**src/rtl/egtf_pkg.sv**
```systemverilog
`default_nettype none
// ----------------------------------------------------------------------------
// egtf_pkg
// Shared types and constants for the edge gated table state machine.
// ----------------------------------------------------------------------------
package egtf_pkg;

	// Default number of transition table slots.
	localparam int TABLE_DEPTH_DEF = 16;

	// Widths fixed by the item format.
	localparam int STATE_W = 8;
	localparam int PIN_W   = 8;
	localparam int SLOT_W  = 4;
	localparam int COUNT_W = 5;

	// Item command codes.
	localparam logic CMD_STEP  = 1'b0;
	localparam logic CMD_WRITE = 1'b1;

	typedef struct packed {
		logic               cmd;
		logic [PIN_W-1:0]   pin_mask;
		logic [PIN_W-1:0]   input_pins;
		logic [STATE_W-1:0] present_state;
		logic [SLOT_W-1:0]  entry_index;
		logic [STATE_W-1:0] entry_present;
		logic [PIN_W-1:0]   entry_key;
		logic [STATE_W-1:0] entry_next;
	} in_item_t;

	typedef struct packed {
		logic [STATE_W-1:0] next_state;
		logic               matched;
		logic               gate_open;
	} out_item_t;

	// One stored transition.
	typedef struct packed {
		logic [STATE_W-1:0] present;
		logic [PIN_W-1:0]   key;
		logic [STATE_W-1:0] next;
	} entry_t;

	typedef enum logic [1:0] {
		ST_IDLE,
		ST_SCAN,
		ST_FINISH
	} state_t;

	// Controller to datapath.
	typedef struct packed {
		logic start;     // item accepted this cycle
		logic issue;     // read the entry at the scan pointer
		logic take_hit;  // capture the matching entry as the result
		logic load_out;  // move the result into the output register
	} dp_cmd_t;

	// Datapath to controller.
	typedef struct packed {
		logic item_cmd;   // command bit of the item on the input
		logic gate;       // gate condition of the item on the input
		logic limit_zero; // no entries to search
		logic hit;        // the compared entry matches
		logic ptr_done;   // every entry up to the limit has been read
		logic cmp_busy;   // a read is waiting to be compared
		logic out_free;   // output register can take a result
	} dp_status_t;

endpackage
`default_nettype wire

```
**src/rtl/edge_gated_table_fsm.sv**
```systemverilog
`default_nettype none
// ----------------------------------------------------------------------------
// edge_gated_table_fsm
// Programmable table-driven state machine on eight pins, gated by pin edges.
// ----------------------------------------------------------------------------
// Each request is either a table write or a step. A write is accepted, then
// moves through the finish state, where its result is loaded into the output
// register. A step whose gate is closed, or whose search limit is zero, takes
// the same path. A step with an open gate scans the table from entry zero,
// reading one entry per cycle from the single read port of the table memory
// and comparing it in the cycle after the read. The search stops on a match or
// after the last entry up to the limit has been compared, then moves to the
// finish state. A stalled output register holds the request in the finish
// state until it can take the result. One request is in work at a time, but a
// new request is accepted while the previous result still waits in the output
// register. Valid bits for the table are cleared by reset, so no clearing pass
// is needed; entry_count is written through cfg_wr_en and cfg_wr_data, and the
// user must write it only while idle, which the block does not enforce.
// ----------------------------------------------------------------------------
module edge_gated_table_fsm #(
	parameter int TABLE_DEPTH = egtf_pkg::TABLE_DEPTH_DEF
) (
	input  wire                           clk,
	input  wire                           arst_n,
	input  wire                           cfg_wr_en,
	input  wire [egtf_pkg::COUNT_W-1:0]   cfg_wr_data,
	input  wire                           in_valid,
	output logic                          in_stall,
	input  wire egtf_pkg::in_item_t       in_data,
	output logic                          out_valid,
	input  wire                           out_stall,
	output egtf_pkg::out_item_t           out_data
);

	// Command and status between the controller and the datapath.
	egtf_pkg::dp_cmd_t    cmd;
	egtf_pkg::dp_status_t sts;

	// The controller owns the input handshake and the request sequencing.
	egtf_ctrl u_ctrl (
		.clk      (clk),
		.arst_n   (arst_n),
		.in_valid (in_valid),
		.in_stall (in_stall),
		.sts      (sts),
		.cmd      (cmd)
	);

	// The datapath holds the table, the stored pins and the output register.
	egtf_dp #(
		.TABLE_DEPTH (TABLE_DEPTH)
	) u_dp (
		.clk         (clk),
		.arst_n      (arst_n),
		.cfg_wr_en   (cfg_wr_en),
		.cfg_wr_data (cfg_wr_data),
		.in_data     (in_data),
		.cmd         (cmd),
		.sts         (sts),
		.out_valid   (out_valid),
		.out_stall   (out_stall),
		.out_data    (out_data)
	);

	// After a request is accepted, the block is busy in the next cycle.
	assert property (@(posedge clk) disable iff (!arst_n)
		(in_valid && !in_stall) |=> in_stall)
		else $error("input accepted twice in consecutive cycles");

	// A match is only possible when the gate was open.
	assert property (@(posedge clk) disable iff (!arst_n)
		out_valid |-> (!out_data.matched || out_data.gate_open))
		else $error("match reported with gate closed");

	// A new result only appears as a request finishes its work.
	assert property (@(posedge clk) disable iff (!arst_n)
		$rose(out_valid) |-> $past(in_stall))
		else $error("result appeared with no request in work");

endmodule
`default_nettype wire

```
**src/rtl/egtf_ctrl.sv**
```systemverilog
`default_nettype none
// ----------------------------------------------------------------------------
// egtf_ctrl
// Controller: sequences acceptance, table scan and result hand-off.
// ----------------------------------------------------------------------------
module egtf_ctrl (
	input  wire                       clk,
	input  wire                       arst_n,
	input  wire                       in_valid,
	output logic                      in_stall,
	input  wire egtf_pkg::dp_status_t sts,
	output egtf_pkg::dp_cmd_t         cmd
);

	egtf_pkg::state_t state_q;
	egtf_pkg::state_t state_d;
	logic             accept;

	assign in_stall = (state_q != egtf_pkg::ST_IDLE);
	assign accept   = in_valid && !in_stall;

	always_ff @(posedge clk or negedge arst_n) begin
		if (!arst_n) begin
			state_q <= egtf_pkg::ST_IDLE;
		end else begin
			state_q <= state_d;
		end
	end

	always_comb begin
		state_d      = state_q;
		cmd.start    = 1'b0;
		cmd.issue    = 1'b0;
		cmd.take_hit = 1'b0;
		cmd.load_out = 1'b0;
		unique case (state_q)
			egtf_pkg::ST_IDLE: begin
				if (accept) begin
					cmd.start = 1'b1;
					if (sts.item_cmd == egtf_pkg::CMD_STEP && sts.gate && !sts.limit_zero) begin
						state_d = egtf_pkg::ST_SCAN;
					end else begin
						state_d = egtf_pkg::ST_FINISH;
					end
				end
			end
			egtf_pkg::ST_SCAN: begin
				// Reads are issued back to back; each is compared in the cycle after it is issued.
				cmd.issue = !sts.ptr_done;
				if (sts.hit) begin
					cmd.take_hit = 1'b1;
					state_d      = egtf_pkg::ST_FINISH;
				end else if (sts.ptr_done && !sts.cmp_busy) begin
					state_d = egtf_pkg::ST_FINISH;
				end
			end
			egtf_pkg::ST_FINISH: begin
				if (sts.out_free) begin
					cmd.load_out = 1'b1;
					state_d      = egtf_pkg::ST_IDLE;
				end
			end
			default: begin
				state_d = egtf_pkg::ST_IDLE;
			end
		endcase
	end

endmodule
`default_nettype wire

```
**src/rtl/egtf_dp.sv**
```systemverilog
`default_nettype none
// ----------------------------------------------------------------------------
// egtf_dp
// Datapath: transition table, previous pins, scan pointer and result.
// ----------------------------------------------------------------------------
module egtf_dp #(
	parameter int TABLE_DEPTH = egtf_pkg::TABLE_DEPTH_DEF
) (
	input  wire                                clk,
	input  wire                                arst_n,
	input  wire                                cfg_wr_en,
	input  wire [egtf_pkg::COUNT_W-1:0]        cfg_wr_data,
	input  wire egtf_pkg::in_item_t            in_data,
	input  wire egtf_pkg::dp_cmd_t             cmd,
	output egtf_pkg::dp_status_t               sts,
	output logic                               out_valid,
	input  wire                                out_stall,
	output egtf_pkg::out_item_t                out_data
);

	localparam int IDX_W   = (TABLE_DEPTH > 1) ? $clog2(TABLE_DEPTH) : 1;
	localparam int CNT_W   = $clog2(TABLE_DEPTH + 1);
	localparam int LIM_W   = (CNT_W > egtf_pkg::COUNT_W) ? CNT_W : egtf_pkg::COUNT_W;
	localparam int SLOTX_W = (IDX_W > egtf_pkg::SLOT_W) ? IDX_W : egtf_pkg::SLOT_W;
	localparam int CMPX_W  = (SLOTX_W > LIM_W) ? SLOTX_W : LIM_W;

	egtf_pkg::entry_t mem [TABLE_DEPTH];
	logic [TABLE_DEPTH-1:0] valid_q;

	logic [egtf_pkg::COUNT_W-1:0] entry_count_q;
	logic [egtf_pkg::PIN_W-1:0]   prev_pins_q;
	logic [egtf_pkg::STATE_W-1:0] pres_q;
	logic [egtf_pkg::PIN_W-1:0]   key_q;
	logic [LIM_W-1:0]             ptr_q;
	logic [LIM_W-1:0]             limit;
	logic [LIM_W-1:0]             cnt_ext;
	logic [SLOTX_W-1:0]           slot_ext;
	logic                         slot_ok;
	logic [IDX_W-1:0]             waddr;
	logic [IDX_W-1:0]             raddr;

	egtf_pkg::entry_t             rd_entry_s1;
	logic                         rd_valid_s1;
	logic                         cmp_vld_s1;

	egtf_pkg::out_item_t          res_q;
	egtf_pkg::out_item_t          out_q;
	logic                         out_vld_q;

	logic [egtf_pkg::PIN_W-1:0]   mask_pins;
	logic                         gate;

	// Gate: every masked pin has toggled since the stored pins.
	assign mask_pins = in_data.pin_mask & in_data.input_pins;
	assign gate = (((in_data.pin_mask & prev_pins_q) ^ mask_pins) == in_data.pin_mask);

	// Search limit saturates at the table depth.
	assign cnt_ext = LIM_W'(entry_count_q);
	assign limit   = (cnt_ext > LIM_W'(TABLE_DEPTH)) ? LIM_W'(TABLE_DEPTH) : cnt_ext;

	assign slot_ext = SLOTX_W'(in_data.entry_index);
	assign slot_ok  = (CMPX_W'(slot_ext) < CMPX_W'(TABLE_DEPTH));
	assign waddr    = slot_ext[IDX_W-1:0];
	assign raddr    = ptr_q[IDX_W-1:0];

	always_ff @(posedge clk or negedge arst_n) begin
		if (!arst_n) begin
			entry_count_q <= '0;
		end else if (cfg_wr_en) begin
			entry_count_q <= cfg_wr_data;
		end
	end

	// Table contents and registered read port.
	always_ff @(posedge clk) begin
		if (cmd.start && in_data.cmd == egtf_pkg::CMD_WRITE && slot_ok) begin
			mem[waddr] <= '{present: in_data.entry_present,
				key: in_data.entry_key, next: in_data.entry_next};
		end
		rd_entry_s1 <= mem[raddr];
	end

	always_ff @(posedge clk or negedge arst_n) begin
		if (!arst_n) begin
			valid_q     <= '0;
			prev_pins_q <= '0;
			ptr_q       <= '0;
			cmp_vld_s1  <= 1'b0;
			rd_valid_s1 <= 1'b0;
		end else begin
			cmp_vld_s1  <= cmd.issue;
			rd_valid_s1 <= valid_q[raddr];
			if (cmd.start) begin
				ptr_q <= '0;
				if (in_data.cmd == egtf_pkg::CMD_WRITE) begin
					if (slot_ok) begin
						valid_q[waddr] <= 1'b1;
					end
				end else if (gate) begin
					prev_pins_q <= in_data.input_pins;
				end
			end else if (cmd.issue) begin
				ptr_q <= ptr_q + LIM_W'(1);
			end
		end
	end

	// Step operands and the result being built.
	always_ff @(posedge clk) begin
		if (cmd.start) begin
			pres_q <= in_data.present_state;
			key_q  <= mask_pins;
			if (in_data.cmd == egtf_pkg::CMD_WRITE) begin
				res_q <= '0;
			end else begin
				res_q.next_state <= in_data.present_state;
				res_q.matched    <= 1'b0;
				res_q.gate_open  <= gate;
			end
		end else if (cmd.take_hit) begin
			res_q.next_state <= rd_entry_s1.next;
			res_q.matched    <= 1'b1;
		end
	end

	always_ff @(posedge clk or negedge arst_n) begin
		if (!arst_n) begin
			out_vld_q <= 1'b0;
		end else if (cmd.load_out) begin
			out_vld_q <= 1'b1;
		end else if (!out_stall) begin
			out_vld_q <= 1'b0;
		end
	end

	always_ff @(posedge clk) begin
		if (cmd.load_out) begin
			out_q <= res_q;
		end
	end

	assign out_valid = out_vld_q;
	assign out_data  = out_q;

	assign sts.item_cmd   = in_data.cmd;
	assign sts.gate       = gate;
	assign sts.limit_zero = (limit == '0);
	assign sts.hit        = cmp_vld_s1 && rd_valid_s1 && (rd_entry_s1.present == pres_q)
		&& (rd_entry_s1.key == key_q);
	assign sts.ptr_done   = (ptr_q == limit);
	assign sts.cmp_busy   = cmp_vld_s1;
	assign sts.out_free   = !out_vld_q || !out_stall;

endmodule
`default_nettype wire
```
**config.mk**
```make
export PLATFORM = sky130hd
export DESIGN_NAME = edge_gated_table_fsm
export DESIGN_NICKNAME = d
export VERILOG_FILES = /design/src/rtl/egtf_pkg.sv /design/src/rtl/edge_gated_table_fsm.sv /design/src/rtl/egtf_ctrl.sv /design/src/rtl/egtf_dp.sv
export SDC_FILE = /design/constraint.sdc
export NUM_CORES = 1
export LEC_CHECK = 0
export BUFFER_PORTS_ARGS = -buffer_cell sky130_fd_sc_hd__buf_2
export CAP_MARGIN = 20
export CORE_MARGIN = 2
export CORE_UTILIZATION = 60
export DETAILED_ROUTE_END_ITERATION = 8
export GPL_TIMING_DRIVEN = 0
export HOLD_SLACK_MARGIN = 0.02
export PLACE_DENSITY_LB_ADDON = 0.3
export SETUP_SLACK_MARGIN = 0.02
export SLEW_MARGIN = 10
export SYNTH_ARGS = -nofsm -noshare
export SYNTH_HDL_FRONTEND = slang
export SYNTH_SLANG_ARGS = --single-unit
```
**constraint.sdc**
```tcl
create_clock -name clk -period 3.7 [get_ports clk]
set_clock_uncertainty 0.05 [all_clocks]
set_input_delay 0.185 -clock clk [delete_from_list [all_inputs] [get_ports clk]]
set_output_delay 0.185 -clock clk [all_outputs]
set_load 0.02 [all_outputs]
```
# After elaboration in Yosys (flattened, before gate mapping)
# Memory sizes are Yosys's and may differ from the RTL's. A register that Yosys moved wholly into a read port is not among the register bits.
# Cells that the tools add are included.
# W data, S select, Z words.
word_totals:
  register_bits: 75
  ramBits: 384
  input_bits: 63
  out_inout_bits: 12
  word_cells: 87
  n_memories: 1
memory_table:
  columns: ["name", "depth", "word_bits", "rd", "rd_ports_with_merged_regs", "write_ports", "line_no", "rtl"]
  rows:
  - ["u_dp.mem", 16, 24, 1, 1, 1, "egtf_dp.sv:27", "egtf_pkg::entry_t mem [TABLE_DEPTH];"]
op_classes:
  n_addsub: 1
  magnitude_cmp: 4
  n_eq_ne: 10
  muxes: 26
  bitwise_logic: 5
  n_reduce_logical: 24
ops:
  columns: ["operator", "n"]
  rows:
  - ["$eq A8 B8 Y1", 3]
  - ["$mux W9", 2]
  - ["$and A8 B8 Y8", 2]
  - ["$or A16 B16 Y16", 1]
  - ["$mux W5", 3]
  - ["$mux W2", 6]
  - ["$mux W1", 11]
  - ["$lt A4 B5 Y1 const B", 2]
  - ["$mux W10", 1]
  - ["$logic_and A1 B1 Y1", 9]
  - ["$xor A8 B8 Y8", 1]
  - ["$logic_not A1 Y1", 6]
  - ["$pmux W2 S3", 1]
  - ["$reduce_and A3 Y1", 2]
  - ["$reduce_bool A2 Y1", 3]
  - ["$add A5 B1 Y5 const B", 1]
  - ["$eq A5 B5 Y1", 1]
  - ["$gt A5 B5 Y1 const B", 1]
  - ["$logic_not A5 Y1", 1]
  - ["$bmux W1 S4", 1]
  - ["$demux W1 S4", 1]
  - ["$ge A4 B1 Y1 const B", 1]
  - ["$ne A2 B1 Y1 const B", 2]
  - ["$ne A3 B2 Y1 const B", 1]
  - ["7 further kinds", 7]

# Longest topological paths before layout
# Gate-level depths: netlist of run 1.
depth:
  ltp_word: 8
  ltp_mapped: 8
  depth_no_buf: 7

# By module
# A second synthesis of run 1 with hierarchy kept.
hier_totals:
  hier_cells: 801
  hier_area_um2: 18174.9
by_module_without_submodules:
  columns: ["mod", "n_inst", "cells_per_inst", "area_each_um2", "seq_area_each_um2"]
  rows:
  - ["egtf_dp", 1, 781, 18021.0, 14018.4]
  - ["egtf_ctrl", 1, 20, 153.9, 50.0]

# Least setup slack after synthesis of run 1
# No wires, ideal clock.
synth_path:
  path_kind: "register to register"
  startpoint: "register u_ctrl.state_q[1]"
  endpoint: "memory u_dp.mem[0][0] (netlist bit), enable pin"
  setup_ps: 406
  arrival_time_ps: 2282
  required_ps: 3244
  setup_slack_ps: 963
  path_stages_with_launch: 7
  n_path_buf: 0
  synth_period_minus_slack_ps: 2737
  cell_sequence: "dfrtp_1 nor2_1 nand2_1 inv_2 nand2_1 or3_1 nor2_1"
synth_between:
  elab_chain_len: 8
  elab_cells_between_ends: 9
  classes_between: "4 x mux; 5 x reduce/logical"
synth_rtl:
  columns: ["element", "line_no", "rtl"]
  rows:
  - ["start, declared", "egtf_ctrl.sv:15", "egtf_pkg::state_t state_q;"]
  - ["start signal, assigned", "egtf_ctrl.sv:24", "state_q <= egtf_pkg::ST_IDLE;"]
  - ["start signal, assigned", "egtf_ctrl.sv:26", "state_q <= state_d;"]
  - ["$reduce_bool A2 Y1", "egtf_ctrl.sv:19", "assign in_stall = (state_q != egtf_pkg::ST_IDLE);"]
  - ["$logic_not A1 Y1", "egtf_ctrl.sv:20", "assign accept = in_valid && !in_stall;"]
  - ["$logic_and A1 B1 Y1", "egtf_ctrl.sv:20", null]
  - ["$mux W1", "egtf_ctrl.sv:38", "if (accept) begin"]
  - ["$mux W1 (*)", "egtf_ctrl.sv:36", "unique case (state_q)"]
  - ["$logic_and A1 B1 Y1 (*)", "egtf_dp.sv:76", "if (cmd.start && in_data.cmd == egtf_pkg::CMD_WRITE && slot_ok) begin"]
  - ["$mux W1 (*)", "egtf_dp.sv:76", null]
  - ["$mux W1 (not written as such) (*)", "egtf_dp.sv:77", "mem[waddr] <= '{present: in_data.entry_present,"]
  - ["end, declared", "egtf_dp.sv:27", null]
# Mark *: on every way between the ends. The rest lies on a longest branch, timed or not.

==> results of run 1 <==
per-stage QoR:
step,TNS [ns],setup slack [ns],total power [W],hold WS [ns],util
after floorplan,0,0.963,0.00765,-0.161,-
after global placement,-142.48,-0.417,0.00809,0.308,0.641
after detailed placement,0,0.707,0.00818,0.304,0.659
after CTS,0,0.633,0.0132,0.0256,0.734
after global routing,0,0.587,0.0136,0.110,0.734
final,0,0.545,0.0132,0.0912,0.734
layer usage:
layer,vias up,part of all wire
met1,4896,0.38
met5,-,0
met4,0,0.043
met3,141,0.089
met2,635,0.49
li1,3808,-
cell usage in the layout, fill, tap and decap left out, drive strengths merged, types with 8 or more instances in the layout:
master | Yosys | routed
nand2b | 8 | 8
o21bai | 8 | 8
mux2 | 12 | 12
xnor2 | 26 | 26
and2 | 8 | 8
mux4 | 125 | 125
bufinv | 0 | 8
buf | 21 | 111
clkbuf | 14 | 85
dfrtp | 39 | 39
edfxtp | 420 | 420
dfxtp | 24 | 24
nand2 | 29 | 29
nand3b | 8 | 8
nor2 | 28 | 28
or2 | 9 | 9
dlygate4sd3 | 0 | 61
worst max-delay path: stages (launching register included):
cell and delay (ns):
dfrtp_1 0.36, clkbuf_1 0.40, buf_2 0.40, buf_1 0.82, mux4_2 0.45, mux4_2 0.51
flip-flops by register name, summed over array words and instances (netlist names), 2 cells and up:
signal / flops
u_dp.pres_q: 8
u_dp.prev_pins_q: 8
u_ctrl.state_q: 2
u_dp.ptr_q: 5
u_dp.rd_entry_s1: 24
u_dp.valid_q: 16
u_dp.key_q: 8
u_dp.cnt_ext: 5
u_dp.out_data: 10
u_dp.mem: 384
u_dp.res_q: 10
kinds of logic after synthesis:
| family | Yosys count |
|---|---|
| AND/OR/NAND/NOR | 111 |
| XOR/XNOR | 26 |
| flip-flops | 483 |
| AO/OA/AOI/OAI | 32 |
| adder cells (fa/ha/maj) | 1 |
| buffers and inverters | 38 |
| multiplexers | 137 |
worst paths after layout:
path,startpoint,end,slack (ns),depth (start not counted)
max,u_dp.ptr_q[1],u_dp.rd_entry_s1[5],0.54,5
min,in_valid,u_dp.ptr_q[1],0.09,4
max reg2reg,u_dp.ptr_q[1],u_dp.rd_entry_s1[5],0.54,5
min reg2reg,u_dp.res_q[5],u_dp.out_data[5],0.37,0
max in group asynchronous,arst_n,u_dp.valid_q[13],2.71,2
min in group asynchronous,arst_n,u_dp.out_valid,0.28,2
power by group through the flow:
stage | Sequential, W | Clock (W) | Combinational (W)
2_1_floorplan | 0.00658 | 0 | 0.00107
3_3_place_gp | 0.00658 | 0 | 0.00152
3_5_place_dp | 0.00659 | 0 | 0.00159
4_1_cts | 0.00649 | 0.00506 | 0.00168
5_1_grt | 0.00653 | 0.00525 | 0.00179
6_report | 0.00651 | 0.00504 | 0.00168
area by class of cell:
class | count | share of cell area
Inverter | 3 | 0.000515
Multi-Input combinational cell | 307 | 0.187
Timing Repair Buffer | 151 | 0.0633
Sequential cell | 483 | 0.643
Clock buffer | 71 | 0.0621
Clock inverter | 15 | 0.0124
Tap cell | 390 | 0.0223
Buffer | 35 | 0.00898
==> key figures, run 1 <==
Outcome
  – Status: finished clean

Power and ir drop
  – Worst vdd ir: 343 µV
  – Clock power share: 0.381
  – Switching power: 0.00303 W
  – Cell Int Power: 0.0102 W
  – Power density over the cells: 605 nW/µm²
  – Logic gate share of total power: 0.127
  – Sw Ratio: 0.229
  – Leak: 7.16 nW
  – Seq pwr share: 0.492

STA
  – Fmax: 317 MHz
  – Slew Limit Fails: 0
  – Normalized max-slew margin: 0.306
  – Final critical-path required period: ~3.2 ns
  – Worst-margin pin slew: 1.04 ns
  – Final Hold Vio Count: 0
  – RSZ-0062 raised after global routing: no
  – Part of the cycle the worst path needs: 0.853
  – Count of final setup violators: 0

Detailed routing
  – Drt via density: 6.52
  – DRC: 0
  – TritonRoute pass-1 iters: 6
  – Number of routed nets with antenna violations: 0
  – Iter 0 DRT Violations: around 1.1k
  – WL/cell: 30.2 µm
  – Vias: around 9.5k
  – Final WL: 43900 µm

Global routing
  – GR Overflow Total: 0
  – GR peak layer: met2
  – Met2 usage: 0.473
  – Met3 usage: 0.0533
  – Number of global-route vias before repair: ~10k
  – Antenna violations before repair: 0
  – M1 GR Usage: 0.384
  – Gr usage total: 0.288
  – First-pass GRT wire length: 64200 µm
  – Pin count of the biggest net entering global routing: 40

Logic synthesis
  – Synth async-reset ratio: 0.0807
  – Mapped Area: 18300 µm²
  – Yosys warns: 0
  – Post-synthesis simple-gate area fraction: 0.0313
  – Number of synthesized register bits: a little under 500
  – Post-synth top area cell: edfxtp_1
  – Most numerous cell in the Yosys netlist: edfxtp_1
  – Seq/Total Area, Yosys: 0.771
  – Largest family of logic cells by synthesized area: multiplexers
  – Synth Area in Compound Gates: 0.0119
  – Synth Instances: 828
  – Synth Flop Type: edfxtp_1
  – Unique masters post-synth: 43
  – Synth top area share: 0.691
  – Adder-Cell Fraction of Synth Area: 0.000685
  – Synth Net Count: 892
  – Area contributors post-synth: edfxtp_1 (69%), mux4_2 (15%), dfrtp_1 (5.3%)
  – Post-synth EDFFs: 420
  – Post-synthesis mux area share: 0.162
  – Syn Area/Cell: 22.0 µm²
  – XOR/XNOR Fraction of Synth Area: 0.0125
  – Post-synth top cells: edfxtp_1 (420), mux4_2 (125), dfrtp_1 (39)

Place
  – Port Buf Inserts: 74
  – Placement Cell Area: 19600 µm²
  – Detailed placement HPWL: 24800 µm
  – Count of placed standard cells including taps: 1308
  – Placer Congestion: 0.841

Final layout
  – Area of the multi-input gates: approximately 4000 µm²
  – Register area: about 14000 µm²
  – Final instance area: 21900 µm²
  – Layout cells sized above 1: 0.300
  – Layout area overhead: 19.8%
  – Post-Layout Cell Count: 1455
  – Fill cells: 1547
  – Number of nets in the layout: 1091
  – Antenna diodes: 0

Clock network
  – Post-CTS sizing: 0
  – Postcts setup bufs: 0
  – CTS clock-pin slew for the worst setup and hold paths: 0.06 ns
  – CTS HTree Levels: 2
  – Root buffer cell: clkbuf_16
  – Clock latency on the worst-skew pair: 0.55 ns
  – Total CTS buffers: 46
  – CTS Sinks: 483
  – Maximum buffer depth of the clock tree: 3
  – CTS tree: built
  – Cts hold-fix bufs: 61

Floorplan
  – Site Rows: 63
  – Die X: 178 µm
  – Core footprint: 29800 µm²
  – Initial cell density of the core: 0.613
  – Ports: 75
  – Full die area: about 32000 µm²
  – Die height: 178 µm

Setup path
  – CP max FO: 10
  – CP Launch Type: flip-flop
  – Critical path type: flip-flop to flip-flop
  – Crit path required time: 4.05 ns
  – CP arrival: 3.51 ns
  – Crit path capture type: flip-flop

Worst hold path
  – Worst Hold Class: primary input to flip-flop

Job
  – Max cap viols: 0
Power figures use the tool's default switching activity.
==> inputs of run 2 (changes only) <==
--- a/config.mk
+++ b/config.mk
@@ -5,6 +5,7 @@
 export SDC_FILE = /design/constraint.sdc
 export NUM_CORES = 1
 export LEC_CHECK = 0
+export ABC_AREA = 1
 export BUFFER_PORTS_ARGS = -buffer_cell sky130_fd_sc_hd__buf_2
 export CAP_MARGIN = 20
 export CORE_MARGIN = 2
==> run 2 against run 1 <==
Effect of this change:
- sequential share of layout area shrank 1.0 points
- combinational power grew 79%
- power grew 7.1%
- critical endpoint is now u_dp.mem[9][5]
- cell area grew 1.6%
- synthesized area grew 3.3%
- utilization shrank 1.2 points
==> key figures, run 2 <==
Detailed routing
  – Final WL: 53300 µm (was 43900 µm)
  – Vias: 13.4k (was 9480)
  – WL/cell: 25.4 µm (was 30.2 µm)
  – DRC: 0 (unchanged)
  – TritonRoute pass-1 iters: 8 (was 6)
  – Drt via density: 6.37 (was 6.52)
  – Iter 0 DRT Violations: 1741 (was 1061)
  – Number of routed nets with antenna violations: 0 (unchanged)

Logic synthesis
  – Synth async-reset ratio: 0.0807 (unchanged)
  – Number of synthesized register bits: 483 (unchanged)
  – Post-synth top area cell: edfxtp_1 (unchanged)
  – Synth top area share: 0.669 (was 0.691)
  – Syn Area/Cell: 12.9 µm² (was 22.0 µm²)
  – Area contributors post-synth: edfxtp_1 (67%), dfrtp_1 (5.2%), o21ai_0 (5.0%) (was edfxtp_1 (69%), mux4_2 (15%), dfrtp_1 (5.3%))
  – Synth Net Count: 1530 (was 892)
  – Post-synth EDFFs: 420 (unchanged)
  – Mapped Area: 18900 µm² (was 18300 µm²)
  – Unique masters post-synth: 41 (was 43)
  – Synth Instances: 1466 (was 828)
  – Post-synth top cells: edfxtp_1 (420), nor2_1 (230), o21ai_0 (189) (was edfxtp_1 (420), mux4_2 (125), dfrtp_1 (39))
  – Seq/Total Area, Yosys: 0.746 (was 0.771)
  – Synth Flop Type: edfxtp_1 (unchanged)
  – Most numerous cell in the Yosys netlist: edfxtp_1 (unchanged)
  – Yosys warns: 0 (unchanged)

Place
  – Placer Congestion: 0.897 (was 0.841)
  – Count of placed standard cells including taps: 1949 (was 1308)
  – Placement Cell Area: 20100 µm² (was 19600 µm²)
  – Setup WS pre-CTS: 1.08 ns (was 0.707 ns)
  – Detailed placement HPWL: 33200 µm (was 24800 µm)
  – Port Buf Inserts: 73 (was 74)

STA
  – Worst-margin pin slew: 0.998 ns (was 1.04 ns)
  – Final Hold Slack: 0.0654 ns (was 0.0912 ns)
  – Part of the cycle the worst path needs: 0.716 (was 0.853)
  – Final Hold Vio Count: 0 (unchanged)
  – Final worst slack: 1.05 ns (was 0.545 ns)
  – Final critical-path required period: 2.65 ns (was 3.16 ns)
  – Slew Limit Fails: 0 (unchanged)
  – Normalized max-slew margin: 0.335 (was 0.306)
  – Fmax: 377 MHz (was 317 MHz)
  – Count of final setup violators: 0 (unchanged)
  – RSZ-0062 raised after global routing: no (unchanged)

Floorplan
  – Die height: 181 µm (was 178 µm)
  – Initial cell density of the core: 0.613 (about the same)
  – Ports: 75 (unchanged)
  – Core footprint: 30700 µm² (was 29800 µm²)
  – Full die area: 32900 µm² (was 31800 µm²)
  – Site Rows: 64 (was 63)
  – Die X: 181 µm (was 178 µm)

Setup path
  – Worst R2R End: u_dp.mem[9][5] (was u_dp.rd_entry_s1[5])
  – CP max FO: 24 (was 10)
  – CP Launch Point: u_ctrl.state_q[1] (was u_dp.ptr_q[1])
  – CP arrival: 2.77 ns (was 3.51 ns)
  – Flop-to-flop setup slack: 1.05 ns (was 0.54 ns)
  – CP Launch Type: flip-flop (unchanged)
  – R2R Path Start: u_ctrl.state_q[1] (was u_dp.ptr_q[1])
  – CP endpoint: u_dp.mem[9][5] (was u_dp.rd_entry_s1[5])
  – Crit path capture type: flip-flop (unchanged)
  – Critical path type: flip-flop to flip-flop (unchanged)
  – Crit path required time: 3.82 ns (was 4.05 ns)
  – Register-to-Register Path Depth: 7 (was 5)

Global routing
  – GR Overflow Total: 0 (unchanged)
  – Antenna violations before repair: 1 (was 0)
  – First-pass GRT wire length: 78100 µm (was 64200 µm)
  – Pin count of the biggest net entering global routing: 40 (unchanged)
  – Gr usage total: 0.323 (was 0.288)
  – Number of global-route vias before repair: 13.0k (was 9957)

Power and ir drop
  – Power density over the cells: 637 nW/µm² (was 605 nW/µm²)
  – Logic gate share of total power: 0.212 (was 0.127)
  – Sw Ratio: 0.301 (was 0.229)
  – Switching power: 0.00427 W (was 0.00303 W)
  – Clock power share: 0.326 (was 0.381)
  – Worst vdd ir: 339 µV (was 343 µV)
  – Seq pwr share: 0.462 (was 0.492)
  – Leak: 7.95 nW (was 7.16 nW)
  – Cell Int Power: 0.00990 W (was 0.0102 W)

Outcome
  – Status: finished clean (unchanged)

Clock network
  – CTS Sinks: 483 (unchanged)
  – CTS clock-pin slew for the worst setup and hold paths: 0.06 ns (about the same)
  – Clock latency on the worst-skew pair: 0.55 ns (about the same)
  – Post-CTS sizing: 0 (unchanged)
  – CTS tree: built (unchanged)
  – Maximum buffer depth of the clock tree: 3 (unchanged)
  – CTS HTree Levels: 2 (unchanged)
  – Root buffer cell: clkbuf_16 (unchanged)
  – Total CTS buffers: 47 (was 46)

Final layout
  – Layout area overhead: 17.8% (was 19.8%)
  – Antenna diodes: 0 (unchanged)
  – Number of nets in the layout: 1729 (was 1091)
  – Most frequent cells in the layout: edfxtp_1 (420), nor2_1 (214), o21ai_0 (189) (was edfxtp_1 (420), mux4_2 (125), buf_2 (83))
  – Post-Layout Cell Count: 2098 (was 1455)
  – Fill cells: 1925 (was 1547)
  – Layout cells sized above 1: 0.137 (was 0.300)
  – Most flop-heavy register: u_dp.mem (unchanged)
  – Most common cell after layout, fill and taps aside: edfxtp_1 (unchanged)
  – Max reg flops: 384 (unchanged)
  – Final instance area: 22200 µm² (was 21900 µm²)
  – Largest regs: u_dp.mem (384), u_dp.rd_entry_s1 (24), u_dp.valid_q (16) (unchanged)

Worst hold path
  – Worst Hold Class: primary input to flip-flop (unchanged)
  – Hold Crit Start: cfg_wr_en (was in_valid)

Job
  – Max cap viols: 0 (unchanged)
==> run 2: changes by cell type in the layout (fill, tap and decap cells not counted), sizes merged, moves of 36 or more <==
cell and delta:
o21ai +223, nor2 +205, mux4 -125, o22ai +59, o221ai +36, nand3 +64
inv +67, nand2 +118
==> run 2: logic make-up after synthesis <==
family,count (synthesis),synth area share
AND/OR/NAND/NOR,462,0.101
AO/OA/AOI/OAI,355,0.110
flip-flops,483,0.746
buffers and inverters,153,0.0370
multiplexers,2,0.00119
XOR/XNOR,10,0.00464
adder cells (fa/ha/maj),1,0.000663
==> run 2: per-stage QoR <==
stage | util | total power [W] | TNS [ns]
after floorplan | - | 0.00829 | 0
after global placement | 0.641 | 0.00933 | -13.20
after detailed placement | 0.655 | 0.00946 | 0
after CTS | 0.723 | 0.0140 | 0
after global routing | 0.723 | 0.0146 | 0
final | 0.723 | 0.0142 | 0
==> run 2: area by class of cell <==
class                   count  area [µm²]  area share
well taps                 396         495      0.0223
flip-flops and latches    483       14100       0.633
clock buffers              67        1270      0.0572
plain buffers              83         433      0.0195
inverters                  70         265      0.0119
clock inverters            19         194     0.00873
multi-input cells         830        4210       0.190
repair buffers            150        1280      0.0578
==> run 2: how the worst min path moves through the flow <==
stage                                endpoint  cells after the start
after floorplan             u_ctrl.state_q[0]                      0
after global placement    u_dp.prev_pins_q[5]                      1
after detailed placement  u_dp.prev_pins_q[5]                      1
after CTS                     u_dp.cnt_ext[3]                      2
after global routing          u_dp.cnt_ext[3]                      2
final                         u_dp.cnt_ext[3]                      2
==> run 2: metal layers <==
metal  global-route usage  up-vias  part of all wire
met5                    0        -                 0
li1                     -     5715                 -
met3               0.0657      178              0.14
met1                0.427     6376              0.35
met2                0.517     1091              0.47
met4                0.162        0             0.051
==> run 2: critical path, stage by stage, from the launching register on <==
cell,delay [ns]
dfrtp_1,0.40
nor2_2,0.18
inv_2,0.10
nor2_8,0.14
inv_2,0.10
nor2_4,0.19
nand3_2,0.29
nor2_4,0.79
==> run 2: power groups by stage <==
| stage | Combinational (W) | Sequential, W | Clock (W) |
|---|---|---|---|
| floorplan | 0.00164 | 0.00665 | 0 |
| global placement | 0.00270 | 0.00663 | 0 |
| detailed placement | 0.00281 | 0.00664 | 0 |
| CTS | 0.00289 | 0.00654 | 0.00462 |
| global route | 0.00318 | 0.00657 | 0.00483 |
| finish | 0.00301 | 0.00654 | 0.00462 |
==> run 2: timing repair <==
action,4_1_cts,5_1_grt
endpoints found under the hold margin,438,0
hold buffers,63,0
endpoints found under the setup margin,0,0
buffers inserted,0,0
